### src/hdl/ttab_pkg.sv
// Package for the touch tap and auto backlight block.
// Holds sequencer states, event codes, register indexes and timing constants.
// No dependencies.
package ttab_pkg;

    localparam int FRAC_BITS_DEF = 8;

    localparam int CFG_IDX_W  = 3;
    localparam int CFG_DATA_W = 12;

    localparam logic [CFG_IDX_W-1:0] CFG_SCREEN_WIDTH = 3'd0;
    localparam logic [CFG_IDX_W-1:0] CFG_BRIGHT_POINT = 3'd1;
    localparam logic [CFG_IDX_W-1:0] CFG_DARK_POINT   = 3'd2;
    localparam logic [CFG_IDX_W-1:0] CFG_LEVEL_FLOOR  = 3'd3;
    localparam logic [CFG_IDX_W-1:0] CFG_LEVEL_CEIL   = 3'd4;
    localparam logic [CFG_IDX_W-1:0] CFG_START_HOUR12 = 3'd5;
    localparam logic [CFG_IDX_W-1:0] CFG_START_MODE   = 3'd6;

    localparam logic [31:0] TAP_MS   = 32'd500;
    localparam logic [31:0] COUNT_MS = 32'd1200;
    localparam logic [31:0] RESET_MS = 32'd5000;
    localparam logic [31:0] SEC_MS   = 32'd1000;

    localparam logic [8:0]  SCREEN_WIDTH_RST = 9'd320;
    localparam logic [11:0] BRIGHT_RST       = 12'd200;
    localparam logic [11:0] DARK_RST         = 12'd3400;
    localparam logic [7:0]  FLOOR_RST        = 8'd10;
    localparam logic [7:0]  CEIL_RST         = 8'd255;
    localparam int          AVG_START        = 2000;

    typedef enum logic [3:0] {
        ST_IDLE,
        ST_TOUCH,
        ST_SEL,
        ST_AVG_DIV,
        ST_AVG_UPD,
        ST_LVL_PREP,
        ST_LVL_MUL,
        ST_LVL_DIV,
        ST_LVL_FIN,
        ST_CMP,
        ST_DONE
    } state_t;

    typedef enum logic [2:0] {
        EV_NONE,
        EV_COUNTDOWN,
        EV_RESET,
        EV_HOUR,
        EV_MODE,
        EV_CANCEL
    } event_t;

    typedef enum logic [1:0] {
        MODE_AUTO,
        MODE_MAX,
        MODE_MED,
        MODE_MIN
    } mode_t;

    function automatic logic [7:0] fixed_level(input logic [1:0] m);
        logic [7:0] lv;
        unique case (m)
            MODE_MAX: lv = 8'd255;
            MODE_MED: lv = 8'd110;
            MODE_MIN: lv = 8'd25;
            default:  lv = 8'd0;
        endcase
        return lv;
    endfunction

endpackage

### src/hdl/touch_tap_and_auto_backlight.sv
// Touch tap classifier and automatic backlight controller, top level; depends on ttab_pkg.
// Items run TOUCH, DONE (touch-only); TOUCH, SEL, CMP, DONE (fixed mode); automatic mode
// adds AVG_DIV, AVG_UPD, LVL_PREP, LVL_MUL, the 8-step shift-subtract level divider and
// LVL_FIN (LVL_PREP goes to CMP if calibration points are equal). s_tready is high only
// in idle, so items never overlap; an untaken result holds the last state until m_tready.
// Reset (aresetn low, synchronous): registers to defaults, average 2000.0, no level.
module touch_tap_and_auto_backlight #(
    parameter int FRAC_BITS = ttab_pkg::FRAC_BITS_DEF
) (
    input  logic                             aclk,
    input  logic                             aresetn,
    input  logic                             s_tvalid,
    output logic                             s_tready,
    // [0] pressed, [9:1] touch_x, [41:10] now_ms, [53:42] light_raw
    input  logic [55:0]                      s_tdata,
    // [0] cmd
    input  logic                             s_tuser,
    output logic                             m_tvalid,
    input  logic                             m_tready,
    // [2:0] event_res, [5:3] countdown_secs, [13:6] level, [14] hour12, [16:15] mode
    output logic [23:0]                      m_tdata,
    // [0] level_valid
    output logic                             m_tuser,
    input  logic                             cfg_valid,
    output logic                             cfg_ready,
    input  logic [ttab_pkg::CFG_IDX_W-1:0]   cfg_index,
    input  logic [ttab_pkg::CFG_DATA_W-1:0]  cfg_data
);

    localparam int AW = 12 + FRAC_BITS;
    localparam int DW = AW + 1;
    localparam int PW = AW + 8;
    localparam int QW = FRAC_BITS + 9;
    localparam int CW = $clog2(QW + 1);
    // divide by ten as multiply by ceil(2^RK / 10), exact for dividends below 2^AW
    localparam int RK = AW + 4;
    localparam logic [AW:0] RECIP10 = (AW+1)'(((64'd1 << RK) + 64'd9) / 64'd10);

    ttab_pkg::state_t state_reg, state_next;

    logic [8:0]  scr_w_reg;
    logic [11:0] bright_reg, dark_reg;
    logic [7:0]  floor_reg, ceil_reg;

    logic        in_cmd_reg, in_pressed_reg;
    logic [8:0]  in_x_reg;
    logic [31:0] in_now_reg;
    logic [11:0] in_raw_reg;

    logic        was_down_reg, was_down_next;
    logic [31:0] began_reg, began_next;
    logic [8:0]  column_reg, column_next;
    logic [AW-1:0] avg_reg, avg_next;
    logic signed [8:0] last_reg, last_next;
    logic        hour_reg, hour_next;
    logic [1:0]  mode_reg, mode_next;

    logic [2:0]  ev_reg, ev_next;
    logic [2:0]  secs_reg, secs_next;
    logic        lvl_valid_reg, lvl_valid_next;
    logic [7:0]  target_reg, target_next;
    logic        sign_reg, sign_next;
    logic [AW-1:0] diff_reg, diff_next;
    logic [AW-1:0] den_reg, den_next;

    logic [PW-1:0] rem_reg, rem_next;
    logic [PW-1:0] sv_reg, sv_next;
    logic [QW-1:0] q_reg, q_next;
    logic [CW-1:0] cnt_reg, cnt_next;

    logic        out_valid_reg, out_valid_next;
    logic [23:0] out_data_reg, out_data_next;
    logic        out_user_reg, out_user_next;

    logic          in_acc, out_free, div_ge, div_last;
    logic [PW-1:0] div_sub, prod;
    logic [2*AW:0] recip_prod;
    logic [31:0]   held, left_ms;
    logic signed [DW-1:0] d_val, d_mag, num_v, den_v, nn, nd;
    logic [AW-1:0] raw_f, bf, df;
    logic          span_neg;
    logic [7:0]    span_mag;
    logic signed [9:0] lvl_diff;
    logic [7:0]    lvl_out;

    assign in_acc   = s_tvalid && s_tready;
    assign out_free = !out_valid_reg || m_tready;

    assign div_ge   = rem_reg >= sv_reg;
    assign div_sub  = rem_reg - sv_reg;
    assign div_last = cnt_reg == CW'(1);

    assign recip_prod = (2*AW+1)'(rem_reg[AW-1:0]) * (2*AW+1)'(RECIP10);

    assign held    = in_now_reg - began_reg;
    assign left_ms = ttab_pkg::RESET_MS - held;

    assign raw_f = {in_raw_reg, {FRAC_BITS{1'b0}}};
    assign bf    = {bright_reg, {FRAC_BITS{1'b0}}};
    assign df    = {dark_reg, {FRAC_BITS{1'b0}}};
    assign d_val = $signed({1'b0, raw_f}) - $signed({1'b0, avg_reg});
    assign d_mag = d_val[DW-1] ? -d_val : d_val;
    assign num_v = $signed({1'b0, avg_reg}) - $signed({1'b0, bf});
    assign den_v = $signed({1'b0, df}) - $signed({1'b0, bf});
    assign nd    = den_v[DW-1] ? -den_v : den_v;
    assign nn    = den_v[DW-1] ? -num_v : num_v;

    assign span_neg = ceil_reg < floor_reg;
    assign span_mag = span_neg ? floor_reg - ceil_reg : ceil_reg - floor_reg;
    assign prod     = diff_reg * span_mag;

    assign lvl_diff = $signed({2'b00, target_reg}) - $signed({last_reg[8], last_reg});
    assign lvl_out  = last_reg[8] ? 8'd0 : last_reg[7:0];

    // sequencer
    always_comb begin
        state_next = state_reg;
        unique case (state_reg)
            ttab_pkg::ST_IDLE: begin
                if (in_acc) state_next = ttab_pkg::ST_TOUCH;
            end
            ttab_pkg::ST_TOUCH: begin
                state_next = in_cmd_reg ? ttab_pkg::ST_SEL : ttab_pkg::ST_DONE;
            end
            ttab_pkg::ST_SEL: begin
                state_next = (mode_reg == ttab_pkg::MODE_AUTO) ? ttab_pkg::ST_AVG_DIV
                                                                : ttab_pkg::ST_CMP;
            end
            ttab_pkg::ST_AVG_DIV:  state_next = ttab_pkg::ST_AVG_UPD;
            ttab_pkg::ST_AVG_UPD:  state_next = ttab_pkg::ST_LVL_PREP;
            ttab_pkg::ST_LVL_PREP: begin
                state_next = (den_v == '0) ? ttab_pkg::ST_CMP : ttab_pkg::ST_LVL_MUL;
            end
            ttab_pkg::ST_LVL_MUL:  state_next = ttab_pkg::ST_LVL_DIV;
            ttab_pkg::ST_LVL_DIV: begin
                if (div_last) state_next = ttab_pkg::ST_LVL_FIN;
            end
            ttab_pkg::ST_LVL_FIN:  state_next = ttab_pkg::ST_CMP;
            ttab_pkg::ST_CMP:      state_next = ttab_pkg::ST_DONE;
            ttab_pkg::ST_DONE: begin
                if (out_free) state_next = ttab_pkg::ST_IDLE;
            end
            default: state_next = ttab_pkg::ST_IDLE;
        endcase
    end

    // datapath
    always_comb begin
        was_down_next  = was_down_reg;
        began_next     = began_reg;
        column_next    = column_reg;
        avg_next       = avg_reg;
        last_next      = last_reg;
        hour_next      = hour_reg;
        mode_next      = mode_reg;
        ev_next        = ev_reg;
        secs_next      = secs_reg;
        lvl_valid_next = lvl_valid_reg;
        target_next    = target_reg;
        sign_next      = sign_reg;
        diff_next      = diff_reg;
        den_next       = den_reg;
        rem_next       = rem_reg;
        sv_next        = sv_reg;
        q_next         = q_reg;
        cnt_next       = cnt_reg;
        out_valid_next = out_valid_reg && !m_tready;
        out_data_next  = out_data_reg;
        out_user_next  = out_user_reg;

        unique case (state_reg)
            ttab_pkg::ST_TOUCH: begin
                ev_next        = ttab_pkg::EV_NONE;
                secs_next      = 3'd0;
                lvl_valid_next = 1'b0;
                was_down_next  = in_pressed_reg;
                if (in_pressed_reg && !was_down_reg) begin
                    began_next  = in_now_reg;
                    column_next = in_x_reg;
                end else if (in_pressed_reg) begin
                    if (held >= ttab_pkg::RESET_MS) begin
                        ev_next       = ttab_pkg::EV_RESET;
                        was_down_next = 1'b0;
                    end else if (held >= ttab_pkg::COUNT_MS) begin
                        ev_next = ttab_pkg::EV_COUNTDOWN;
                        priority if (left_ms >= 3 * ttab_pkg::SEC_MS) secs_next = 3'd4;
                        else if (left_ms >= 2 * ttab_pkg::SEC_MS)     secs_next = 3'd3;
                        else if (left_ms >= ttab_pkg::SEC_MS)         secs_next = 3'd2;
                        else                                          secs_next = 3'd1;
                    end
                end else if (was_down_reg) begin
                    if (held < ttab_pkg::TAP_MS) begin
                        if (column_reg < (scr_w_reg >> 1)) begin
                            hour_next = !hour_reg;
                            ev_next   = ttab_pkg::EV_HOUR;
                        end else begin
                            mode_next = mode_reg + 2'd1;
                            ev_next   = ttab_pkg::EV_MODE;
                        end
                    end else begin
                        ev_next = ttab_pkg::EV_CANCEL;
                    end
                end
            end
            ttab_pkg::ST_SEL: begin
                target_next = ttab_pkg::fixed_level(mode_reg);
                sign_next   = d_val[DW-1];
                rem_next    = PW'(d_mag[AW-1:0]) + PW'(5);
            end
            ttab_pkg::ST_AVG_DIV: begin
                q_next = recip_prod[RK +: QW];
            end
            ttab_pkg::ST_LVL_DIV: begin
                rem_next = div_ge ? div_sub : rem_reg;
                q_next   = {q_reg[QW-2:0], div_ge};
                sv_next  = sv_reg >> 1;
                cnt_next = cnt_reg - CW'(1);
            end
            ttab_pkg::ST_AVG_UPD: begin
                avg_next = sign_reg ? avg_reg - AW'(q_reg) : avg_reg + AW'(q_reg);
            end
            ttab_pkg::ST_LVL_PREP: begin
                target_next = (!num_v[DW-1] && num_v != '0) ? floor_reg : ceil_reg;
                den_next    = nd[AW-1:0];
                if (nn[DW-1])     diff_next = nd[AW-1:0];
                else if (nn > nd) diff_next = '0;
                else              diff_next = AW'(nd - nn);
            end
            ttab_pkg::ST_LVL_MUL: begin
                rem_next = prod;
                sv_next  = PW'(den_reg) << 7;
                q_next   = '0;
                cnt_next = CW'(8);
            end
            ttab_pkg::ST_LVL_FIN: begin
                target_next = span_neg ? floor_reg - q_reg[7:0] : floor_reg + q_reg[7:0];
            end
            ttab_pkg::ST_CMP: begin
                if (lvl_diff > 10'sd2 || lvl_diff < -10'sd2) begin
                    last_next      = $signed({1'b0, target_reg});
                    lvl_valid_next = 1'b1;
                end
            end
            ttab_pkg::ST_DONE: begin
                if (out_free) begin
                    out_valid_next = 1'b1;
                    out_user_next  = lvl_valid_reg;
                    out_data_next  = {7'd0, mode_reg, hour_reg, lvl_out, secs_reg, ev_reg};
                end
            end
            default: ;
        endcase
    end

    assign s_tready  = state_reg == ttab_pkg::ST_IDLE;
    assign m_tvalid  = out_valid_reg;
    assign m_tdata   = out_data_reg;
    assign m_tuser   = out_user_reg;
    assign cfg_ready = 1'b1;

    // start_hour12 and start_mode take effect only at reset, where they hold
    // their reset value, so writes to them are accepted and dropped.
    always_ff @(posedge aclk) begin
        if (!aresetn) begin
            scr_w_reg  <= ttab_pkg::SCREEN_WIDTH_RST;
            bright_reg <= ttab_pkg::BRIGHT_RST;
            dark_reg   <= ttab_pkg::DARK_RST;
            floor_reg  <= ttab_pkg::FLOOR_RST;
            ceil_reg   <= ttab_pkg::CEIL_RST;
        end else if (cfg_valid && cfg_ready) begin
            unique case (cfg_index)
                ttab_pkg::CFG_SCREEN_WIDTH: scr_w_reg  <= cfg_data[8:0];
                ttab_pkg::CFG_BRIGHT_POINT: bright_reg <= cfg_data;
                ttab_pkg::CFG_DARK_POINT:   dark_reg   <= cfg_data;
                ttab_pkg::CFG_LEVEL_FLOOR:  floor_reg  <= cfg_data[7:0];
                ttab_pkg::CFG_LEVEL_CEIL:   ceil_reg   <= cfg_data[7:0];
                default: ;
            endcase
        end
    end

    always_ff @(posedge aclk) begin
        if (!aresetn) begin
            state_reg     <= ttab_pkg::ST_IDLE;
            was_down_reg  <= 1'b0;
            began_reg     <= '0;
            column_reg    <= '0;
            avg_reg       <= AW'(ttab_pkg::AVG_START) << FRAC_BITS;
            last_reg      <= -9'sd1;
            hour_reg      <= 1'b0;
            mode_reg      <= ttab_pkg::MODE_AUTO;
            out_valid_reg <= 1'b0;
        end else begin
            state_reg     <= state_next;
            was_down_reg  <= was_down_next;
            began_reg     <= began_next;
            column_reg    <= column_next;
            avg_reg       <= avg_next;
            last_reg      <= last_next;
            hour_reg      <= hour_next;
            mode_reg      <= mode_next;
            out_valid_reg <= out_valid_next;
        end
    end

    always_ff @(posedge aclk) begin
        if (in_acc) begin
            in_cmd_reg     <= s_tuser;
            in_pressed_reg <= s_tdata[0];
            in_x_reg       <= s_tdata[9:1];
            in_now_reg     <= s_tdata[41:10];
            in_raw_reg     <= s_tdata[53:42];
        end
        ev_reg        <= ev_next;
        secs_reg      <= secs_next;
        lvl_valid_reg <= lvl_valid_next;
        target_reg    <= target_next;
        sign_reg      <= sign_next;
        diff_reg      <= diff_next;
        den_reg       <= den_next;
        rem_reg       <= rem_next;
        sv_reg        <= sv_next;
        q_reg         <= q_next;
        cnt_reg       <= cnt_next;
        out_data_reg  <= out_data_next;
        out_user_reg  <= out_user_next;
    end

`ifndef SYNTHESIS
    a_accept_starts: assert property (@(posedge aclk) disable iff (!aresetn)
        in_acc |=> state_reg == ttab_pkg::ST_TOUCH)
        else $error("accepted item did not start the sequencer");

    a_div_count: assert property (@(posedge aclk) disable iff (!aresetn)
        state_reg == ttab_pkg::ST_LVL_DIV |-> cnt_reg != '0)
        else $error("divider step count ran out");

    a_result_loaded: assert property (@(posedge aclk) disable iff (!aresetn)
        (state_reg == ttab_pkg::ST_DONE && out_free) |=> m_tvalid)
        else $error("finished item not presented");

    a_secs_range: assert property (@(posedge aclk) disable iff (!aresetn)
        m_tvalid |-> ((m_tdata[2:0] == ttab_pkg::EV_COUNTDOWN)
                      ? (m_tdata[5:3] >= 3'd1 && m_tdata[5:3] <= 3'd4)
                      : (m_tdata[5:3] == 3'd0)))
        else $error("countdown seconds inconsistent with event");
`endif

endmodule
### config.mk
export PLATFORM = sky130hd
export DESIGN_NAME = touch_tap_and_auto_backlight
export DESIGN_NICKNAME = d
export VERILOG_FILES = /design/src/hdl/ttab_pkg.sv /design/src/hdl/touch_tap_and_auto_backlight.sv
export SDC_FILE = /design/constraint.sdc
export NUM_CORES = 2
export LEC_CHECK = 0
export ABC_AREA = 1
export ABC_CLOCK_PERIOD_IN_PS = 9450
export CORE_ASPECT_RATIO = 1.1
export CORE_MARGIN = 4
export CORE_UTILIZATION = 50
export CTS_BUF_LIST = sky130_fd_sc_hd__clkbuf_8
export DETAILED_ROUTE_END_ITERATION = 7
export DONT_BUFFER_PORTS = 1
export SLEW_MARGIN = 0
export SYNTH_ARGS = -nofsm -noshare
export SYNTH_HDL_FRONTEND = slang
export SYNTH_SLANG_ARGS = --single-unit
### constraint.sdc
create_clock -name aclk -period 9.45 [get_ports aclk]
set_input_delay 0.4725 -clock aclk [delete_from_list [all_inputs] [get_ports aclk]]
set_output_delay 0.4725 -clock aclk [all_outputs]
set_load 0.02 [all_outputs]
==> impl_metrics.sql <==
INSERT INTO impl_metrics (metric_group, metric, value, unit) VALUES
('run_status', 'outcome', 'finished, final reports clean', ''),
('worst_setup_path', 'crit_path_max_fanout', '19', ''),
('die', 'die_area', '78200', 'um2'),
('timing', 'finalCritPeriodShare', '83.0', '%'),
('die', 'floorplan.rows', '104', ''),
('place', 'io_buffers', '0', ''),
('die', 'initial_utilization', '50.4', '%'),
('drt', 'initialDrtViolationCount', '1842', ''),
('synth', 'synth-warning-count', '0', ''),
('global_route', 'initial_antenna_violation_count', '1', ''),
('die', 'chipHeight', '293', 'um'),
('worst_setup_path', 'critPathBufInv', '8', ''),
('drt', 'final_antenna_net_count', '0', ''),
('drt', 'detailedRoute.firstPassIterationCount', '6', ''),
('die', 'floorplan.die.width', '267', 'um'),
('clock_network', 'numClockSinks', '325', ''),
('worst_setup_path', 'worst_path_dominant_cell_family', 'adder cells', ''),
('timing', 'worst_clock_skew', '78.8', 'ps'),
('synth', 'ys_top_cells_by_area', 'sky130_fd_sc_hd__edfxtp_1 (16%), sky130_fd_sc_hd__ha_1 (15%), sky130_fd_sc_hd__fa_1 (14%), sky130_fd_sc_hd__inv_1 (10%), sky130_fd_sc_hd__nand2_1 (10%)', ''),
('final_layout', 'num-fill-cells', '7106', ''),
('place', 'finalWeightedCongestion', '0.965', ''),
('final_layout', 'nets', '5754', ''),
('synth', 'synth_seq_area_share', '23.0', '%'),
('clock_network', 'tritoncts_buffers', '58', ''),
('timing', 'hold_viol_final', '0', ''),
('drt', 'routed_wl', '103000', 'um'),
('worst_setup_path', 'setup.worst_path.class', 'reg2reg', ''),
('timing', 'period_needed', '7840', 'ps'),
('worst_setup_path', 'slowest_stage_cell_cp', 'sky130_fd_sc_hd__fa_1', ''),
('worst_setup_path', 'rr_startpoint', 'floor_reg[1]$_SDFFE_PN1P_', ''),
('clock_network', 'cts_root_buf', 'sky130_fd_sc_hd__clkbuf_8', ''),
('global_route', 'grt_pass1_vias', '30449', ''),
('synth', 'per_instance_average_area_after_synthesis', '7.51', 'um2'),
('drt', 'post_drt_wl_per_cell', '17.2', 'um'),
('synth', 'synthDistinctLibCells', '67', ''),
('worst_setup_path', 'timing.critical_path.arrival', '8230', 'ps'),
('min_path', 'worstHoldPathType', 'in2reg', ''),
('synth', 'total_standard_cell_area_after_synthesis', '36900', 'um2'),
('final_layout', 'final_layout_size_suffix_gt1_share', '4.87', '%'),
('synth', 'synth-main-ff-cell', 'sky130_fd_sc_hd__edfxtp_1', ''),
('clock_network', 'cts.path.max_buffers', '3', ''),
('worst_setup_path', 'cp_common_cell', 'sky130_fd_sc_hd__inv_1', ''),
('drt', 'vias', '31220', ''),
('final_layout', 'area_growth', '8.29', '%'),
('synth', 'ys_ff_latch', '325', ''),
('timing', 'slew_violations', '0', ''),
('synth', 'synth_edf_count', '198', ''),
('worst_setup_path', 'startpoint_type_of_the_worst_setup_path', 'flop', ''),
('final_layout', 'utilization', '54.6', '%'),
('clock_network', 'worst_setup_hold_path_clk_slew', '70', 'ps'),
('worst_setup_path', 'timing.critical_path.required', '9840', 'ps'),
('synth', 'yosys.area.top_type', 'sky130_fd_sc_hd__edfxtp_1', ''),
('timing', 'tightest_slew', '1000', 'ps'),
('place', 'detailed_place_hpwl', '84400', 'um'),
('timing', 'setup_tns', '0', 'ps'),
('timing', 'fmaxAchievable', '128', 'MHz'),
('die', 'ios', '105', ''),
('drt', 'post_drt_via_cell_ratio', '5.21', ''),
('die', 'placeable_core_area', '73100', 'um2'),
('synth', 'postSynthCellCount', '4910', ''),
('timing', 'rsz0062_at_grt', 'no', ''),
('min_path', 'hold_start', 's_tvalid', ''),
('clock_network', 'tritoncts_clock_tree', 'built', ''),
('run', 'max_cap_violations', '0', ''),
('clock_network', 'ctsHtreeMaxLevel', '2', ''),
('synth', 'async_reset_ff_share', '0', '%'),
('timing', 'setup_violators_final', '0', ''),
('timing', 'timing.max_slew.rel_slack', '33.3', '%'),
('global_route', 'largest_net_degree_at_the_start_of_global_routing', '102', ''),
('worst_setup_path', 'timing.critical_path.from', 'floor_reg[1]$_SDFFE_PN1P_', ''),
('drt', 'drc', '0', ''),
('worst_setup_path', 'worst_path_largest_cell_delay', '550', 'ps'),
('global_route', 'globalRouteOverflowTotal', '0', ''),
('global_route', 'grtUsageTotal', '26.6', '%'),
('synth', 'yosys.area.top_type_share', '16.1', '%'),
('clock_network', 'worst_skew_pair.late_latency', '710', 'ps'),
('global_route', 'grt_first_pass_wirelength', '166000', 'um'),
('worst_setup_path', 'end_kind', 'flop', '');
layout by cell type, fill, tap and decap left out, types with 23 or more instances in the layout:
master | netlist | final
sky130_fd_sc_hd__dlygate4sd3_1 | 0 | 69
sky130_fd_sc_hd__ha_1 | 434 | 434
sky130_fd_sc_hd__o21ai_0 | 265 | 265
sky130_fd_sc_hd__nand3_1 | 242 | 242
sky130_fd_sc_hd__nor2_1 | 439 | 434
sky130_fd_sc_hd__nand2_1 | 982 | 981
sky130_fd_sc_hd__buf_4 | 9 | 23
sky130_fd_sc_hd__inv_1 | 994 | 1008
sky130_fd_sc_hd__clkbuf_8 | 0 | 59
sky130_fd_sc_hd__nand2_2 | 24 | 25
sky130_fd_sc_hd__xor2_1 | 101 | 101
sky130_fd_sc_hd__nand4_1 | 47 | 47
sky130_fd_sc_hd__o211ai_1 | 38 | 38
sky130_fd_sc_hd__fa_1 | 256 | 256
sky130_fd_sc_hd__dfxtp_1 | 127 | 127
sky130_fd_sc_hd__a21oi_1 | 341 | 340
sky130_fd_sc_hd__xnor2_1 | 30 | 30
sky130_fd_sc_hd__edfxtp_1 | 198 | 198
sky130_fd_sc_hd__nor3_1 | 52 | 51
worst min-delay path, delay by kind of cell:
kind / cells / cell delay [ps]
buffers and inverters: 1 / 80
AOI/OAI and AO/OA: 2 / 160
and+or+nand+nor: 1 / 70
final timing paths:
path	end	slack (ps)	depth (start not counted)
min reg2reg	m_tuser$_DFFE_PP_	420	0
max reg2reg	rem_reg[20]$_DFFE_PP_	1610	31
min	state_reg[0]$_SDFFE_PN0P_	140	4
max	rem_reg[20]$_DFFE_PP_	1610	31
area by class of cell:
cell class	instances	area (um2)	share of cell area [%]
repair buffers	93	891	2.23
clock inverters	49	468	1.17
well taps	954	1190	2.99
diodes	1	2.50	0.00627
clock buffers	59	812	2.03
inverters	1022	3840	9.62
flip-flops and latches	325	8490	21.3
multi-input cells	3487	24200	60.7
stage by stage:
step	cells	cell area [um2]	hold slack (ps)	setup WS, ps
finish	5990	39900	136	1610
global route	5990	39900	144	943
CTS	5989	39900	65.1	1590
detailed placement	5811	37900	426	1680
global placement	5811	37900	402	1760
floorplan	4916	36900	400	2500
layer usage:
layer	share of wire (%)	GRT usage, %	wire length [um]
met1	45	36.2	46600
met4	2.7	6.84	2800
met2	48	45.6	49000
met5	0	0	0
met3	4.3	2.93	4450
cells in the mapped netlist (7+ instances only):
library cell and instances:
sky130_fd_sc_hd__nor2_4 7, sky130_fd_sc_hd__nand3_2 8, sky130_fd_sc_hd__xor2_1 101, sky130_fd_sc_hd__a21oi_1 341, sky130_fd_sc_hd__or2_2 18, sky130_fd_sc_hd__dfxtp_1 127, sky130_fd_sc_hd__nand3_1 242, sky130_fd_sc_hd__edfxtp_1 198
sky130_fd_sc_hd__xor2_2 7, sky130_fd_sc_hd__nand2_2 24, sky130_fd_sc_hd__clkbuf_1 63, sky130_fd_sc_hd__nor4_1 9, sky130_fd_sc_hd__buf_4 9, sky130_fd_sc_hd__o211ai_1 38, sky130_fd_sc_hd__nand4_1 47, sky130_fd_sc_hd__nand3b_1 13
sky130_fd_sc_hd__a221oi_1 10, sky130_fd_sc_hd__ha_1 434, sky130_fd_sc_hd__a31oi_1 20, sky130_fd_sc_hd__nor3_1 52, sky130_fd_sc_hd__a21boi_0 7, sky130_fd_sc_hd__xnor2_1 30, sky130_fd_sc_hd__o221ai_1 10, sky130_fd_sc_hd__nor2_1 439
sky130_fd_sc_hd__inv_2 20, sky130_fd_sc_hd__a21o_1 16, sky130_fd_sc_hd__o21ai_0 265, sky130_fd_sc_hd__inv_1 994, sky130_fd_sc_hd__fa_1 256, sky130_fd_sc_hd__nand2_1 982, sky130_fd_sc_hd__o21ai_1 10, sky130_fd_sc_hd__nor2_2 14
sky130_fd_sc_hd__o21bai_1 17
kinds of logic (layout without fill, tap and decap cells):
kind of cell | Yosys count | count (layout) | synth area share [%]
other | 2 | 9 | 0.0204
adders and majority gates | 690 | 690 | 28.6
xor gates and xnor gates | 140 | 140 | 3.57
DFF | 325 | 325 | 23.0
AOI/OAI and AO/OA | 766 | 766 | 11.5
muxes | 1 | 1 | 0.0271
buffers and inverters | 1104 | 1223 | 11.4
and+or+nand+nor | 1882 | 1882 | 21.8
timing repair:
item,CTS,global route
gates resized for setup,0,0
buffers inserted,0,0
hold buffers,70,0
hold endpoints to repair,159,0
Power is left out: the tool's default activity adds up to more than one toggle a clock period on the data nets, which glitch-free logic cannot reach.
